--- src/hng_sqrt.sv ---
// ----------------------------------------------------------------------------
// hng_sqrt: pipelined integer square root
// One result bit per stage, floor root of a 60-bit value.
// ----------------------------------------------------------------------------
module hng_sqrt #(
  parameter int unsigned Steps = 30
) (
  input  logic                     clk_i,
  input  logic                     en_i,
  input  logic [2*Steps-1:0]       v_i,
  output logic [Steps-1:0]         r_o
);

  logic [2*Steps-1:0] rem_q  [Steps+1];
  logic [Steps-1:0]   root_q [Steps+1];

  always_comb begin
    rem_q[0]  = v_i;
    root_q[0] = '0;
  end

  for (genvar i = 0; i < Steps; i++) begin : g_st
    logic [Steps+1:0]   trial;
    logic [Steps+1:0]   top;
    logic [2*Steps-1:0] rem_r;
    logic [Steps-1:0]   root_r;
    assign top   = (Steps+2)'(rem_q[i] >> (2*(Steps-1-i)));
    assign trial = {root_q[i], 2'b01};
    always_ff @(posedge clk_i) begin
      if (en_i) begin
        if (top >= trial) begin
          rem_r  <= rem_q[i] - ((2*Steps)'(trial) << (2*(Steps-1-i)));
          root_r <= {root_q[i][Steps-2:0], 1'b1};
        end else begin
          rem_r  <= rem_q[i];
          root_r <= {root_q[i][Steps-2:0], 1'b0};
        end
      end
    end
    assign rem_q[i+1]  = rem_r;
    assign root_q[i+1] = root_r;
  end

  assign r_o = root_q[Steps];

endmodule

--- config.mk ---
export PLATFORM = sky130hd
export DESIGN_NAME = hng_sqrt
export DESIGN_NICKNAME = d
export VERILOG_FILES = /design/src/hng_sqrt.sv
export SDC_FILE = /design/constraint.sdc
export NUM_CORES = 2
export LEC_CHECK = 0
export BUFFER_PORTS_ARGS = -buffer_cell sky130_fd_sc_hd__buf_2
export CAP_MARGIN = 25
export CORE_UTILIZATION = 50
export DETAILED_ROUTE_END_ITERATION = 10
export GPL_TIMING_DRIVEN = 0
export PLACE_DENSITY = 0.7
export SKIP_CTS_REPAIR_TIMING = 1
export SLEW_MARGIN = 20
export SYNTH_ARGS = -nofsm -noshare
export SYNTH_HDL_FRONTEND = slang
export SYNTH_SLANG_ARGS = --single-unit
--- constraint.sdc ---
create_clock -name clk_i -period 6.52 [get_ports clk_i]
set_clock_uncertainty 0.1 [all_clocks]
set_input_delay 0.326 -clock clk_i [delete_from_list [all_inputs] [get_ports clk_i]]
set_output_delay 0.326 -clock clk_i [all_outputs]
set_load 0.1 [all_outputs]
==> flow_summary_export.csv <==
group,metric,value,unit
layout,multi_input_area,29700,um2
drt,wl_per_cell,18.6,um
floorplan,die_area,186000,um2
drt,postRouteAntennaNets,0,
placement,placed_cells_incl_taps,9605,
yosys,synthArstFlopShare,0,%
sta,slew_viol_final,0,
yosys,yosys_warnings,0,
sta,hold_viol,0,
floorplan,die_w,432,um
status,status,"finished, final reports clean",
floorplan,coreArea,183000,um2
sta,min_period,4.64,ns
layout,nFillCells,14700,
layout,layout.cells.most_common_list,"1,995 x edfxtp_1, 608 x inv_1, 550 x a21oi_1, 491 x ha_1, 458 x nor2_1",
min_path,hp-class,"input pin to register",
yosys,synth_edf_count,1995,
drt,via_count,55200,
yosys,avgSynthCellArea,13.1,um2
grt,grt.total_usage,19.9,%
cts,max-clock-path-buffers,3,
yosys,ys_types,81,
floorplan,fp-row-count,157,
placement,hpwl,135,mm
cts,numClockSinks,1995,
drt,remaining_drc_errors,0,
cts,clockRootBuffer,"clkbuf_16",
worst_setup_path,startpoint_type,"register",
grt,overflow,0,
cts,cts_tree,"yes",
power_and_ir_drop,powerDensity,369,nW/um2
sta,fin_crit_sh,71.2,%
worst_setup_path,worstPathMaxFanout,10,
yosys,ys_seq_area_share,64.9,%
floorplan,start_util,50.4,%
layout,fin_nets,7963,
placement,io_buffers,91,
yosys,yosys_register_bits,1995,
grt,grt_pass1_wl,293,mm
cts,clkLatencyLatePin,0.84,ns
worst_setup_path,path_class,"register to register",
drt,wirelength,187,mm
yosys,synthesis.nets,7586,
job,drv_cap,0,
power_and_ir_drop,vdd_drop_max,0.280,mV
layout,final_common_cell,"edfxtp_1",
sta,rsz0062_at_grt,"no",
sta,fmax,215,MHz
drt,via_per_inst,5.49,
yosys,syn_area,92400,um2
worst_setup_path,end_kind,"register",
floorplan,die_y,432,um
yosys,synth_flop_cell,"edfxtp_1",
drt,firstDrtPassIters,9,
grt,antenna_found_initial,1,
sta,setup_tns,0,ns
placement,gp_congestion,0.882,
cts,clk_pin_slew_worst_paths,0.06,ns
grt,grt_max_degree,150,
layout,drive_above_1_share,7.91,%
layout,area_growth,12.4,%
sta,setup_viol,0,
yosys,syn_inst,7033,
power_and_ir_drop,p_leak,0.0401,uW
grt,grt_pass1_vias,53600,
drt,drt_iter0_markers,4286,
worst_setup_path,arrival,5.06,ns
sta,tightestPinTransition,1.15,ns
sta,relSlewSlack,23.4,%
cts,cts_htree_levels,4,
cts,cts_made_buffers,205,
floorplan,ios,92,
worst_setup_path,cp.required,6.94,ns
layout,instances_no_fill,10000,
layout,ff_latch_area,59900,um2
stage by stage:
stage	hold WS, ns	cell area (um2)	total power (uW)	worst slack, ns	utilization (%)
floorplan	0.300	92400	24000	2.96	-
global placement	0.300	95900	27400	-25.67	52.3
detailed placement	0.305	96400	26800	1.94	52.6
CTS	-0.520	103000	38700	1.92	56.3
global route	0.0446	104000	40300	1.64	56.6
finish	0.0943	104000	38400	1.88	56.6
report_power, final:
group / switching (uW) / total, uW / internal (uW) / leakage, uW
logic: 5190 / 8990 / 3810 / 0.0176
registers: 1130 / 17600 / 16500 / 0.0192
clock network: 4950 / 11700 / 6790 / 0.00329
total: 11300 / 38400 / 27100 / 0.0401
worst max-delay path, cell delays in order, from the launching register on:
cell and delay [ns]:
edfxtp_1 0.42, inv_1 0.07, ha_1 0.35, a21oi_1 0.31, o21ai_0 0.15, nand3_1 0.10
o211ai_1 0.13, a211oi_1 0.65, a21oi_1 0.15, nor2_1 0.60, clkinv_1 0.59, clkbuf_1 0.43
nor2_1 0.17, a21oi_1 0.10
final timing paths:
| kind | endpoint | startpoint | slack, ns | depth (start not counted) |
|---|---|---|---|---|
| setup / recovery | g_st[21].rem_r[36] | g_st[20].root_r[11] | 1.88 | 13 |
| hold / removal | g_st[0].rem_r[34] | v_i[34] | 0.09 | 2 |
| setup reg to reg | g_st[21].rem_r[36] | g_st[20].root_r[11] | 1.88 | 13 |
| hold reg to reg | g_st[25].rem_r[7] | g_st[24].rem_r[7] | 0.28 | 0 |
cell type report:
type / instances / share of cell area [%]
Antenna cell: 1 / 0.00241
Buffer: 131 / 0.484
Clock buffer: 234 / 5.07
Clock inverter: 140 / 1.51
Inverter: 609 / 2.20
Multi-Input combinational cell: 4298 / 28.6
Sequential cell: 1995 / 57.7
Tap cell: 2464 / 2.97
Timing Repair Buffer: 170 / 1.47
per-layer routing:
layer,vias to the layer above,routed length (um),global-route usage (%)
met4,0,5770,6.79
met5,-,0,0
met3,325,8390,2.89
met2,1324,90800,33.5
met1,26700,82400,26.5
li1,26900,-,-
state kept, by name, summed over array words and instances, names as in the netlist:
register	flops
g_st.rem_r	1530
r_o	30
g_st.root_r	435
kinds of logic after synthesis:
kind of cell    Yosys count  share of synthesized area [%]
flops                  1995                           64.9
simple gates           1601                           8.47
fa+ha+maj               491                           6.65
xor+xnor                563                           5.34
mux                     122                           1.48
buf+inv                 740                           3.02
compound gates         1521                           10.2
cells in the mapped netlist (8+ instances only):
cell       instances  share of area (%)
nand3_1          122               0.66
nor2_1           458                1.9
xnor2_1          347                3.3
a41o_1             8              0.087
o31ai_1           37               0.30
and3_1            37               0.25
and2_1            25               0.17
mux2i_1            9              0.098
o22ai_1           11              0.075
o2111ai_1          8              0.076
nor3b_1           13               0.11
inv_1            608                2.5
a31oi_1           40               0.27
edfxtp_1        1995                 65
nand2b_1          82               0.56
clkbuf_1         116               0.47
nand4_1           81               0.55
a211o_1           17               0.16
or2_2             34               0.23
xor2_1           216                2.0
or4_1             23               0.19
o21bai_1          45               0.37
or3_1             36               0.24
o21ai_0          325                1.8
a2111oi_0         17               0.16
ha_1             491                6.7
a21boi_0          11              0.089
nand3b_1          12              0.098
a21oi_1          550                3.0
nor3_1           132               0.72
o31a_1            16               0.15
a211oi_1          36               0.29
nor2b_1           65               0.44
buf_1             10              0.041
o21a_1            92               0.75
nor4b_1           13               0.12
o211ai_1          38               0.31
mux2_2           113                1.4
and4_1            12               0.11
a21o_1           187                1.5
nor4_1            66               0.45
nand2_1          368                1.5
No activity file was read; power rests on OpenSTA's default activity.
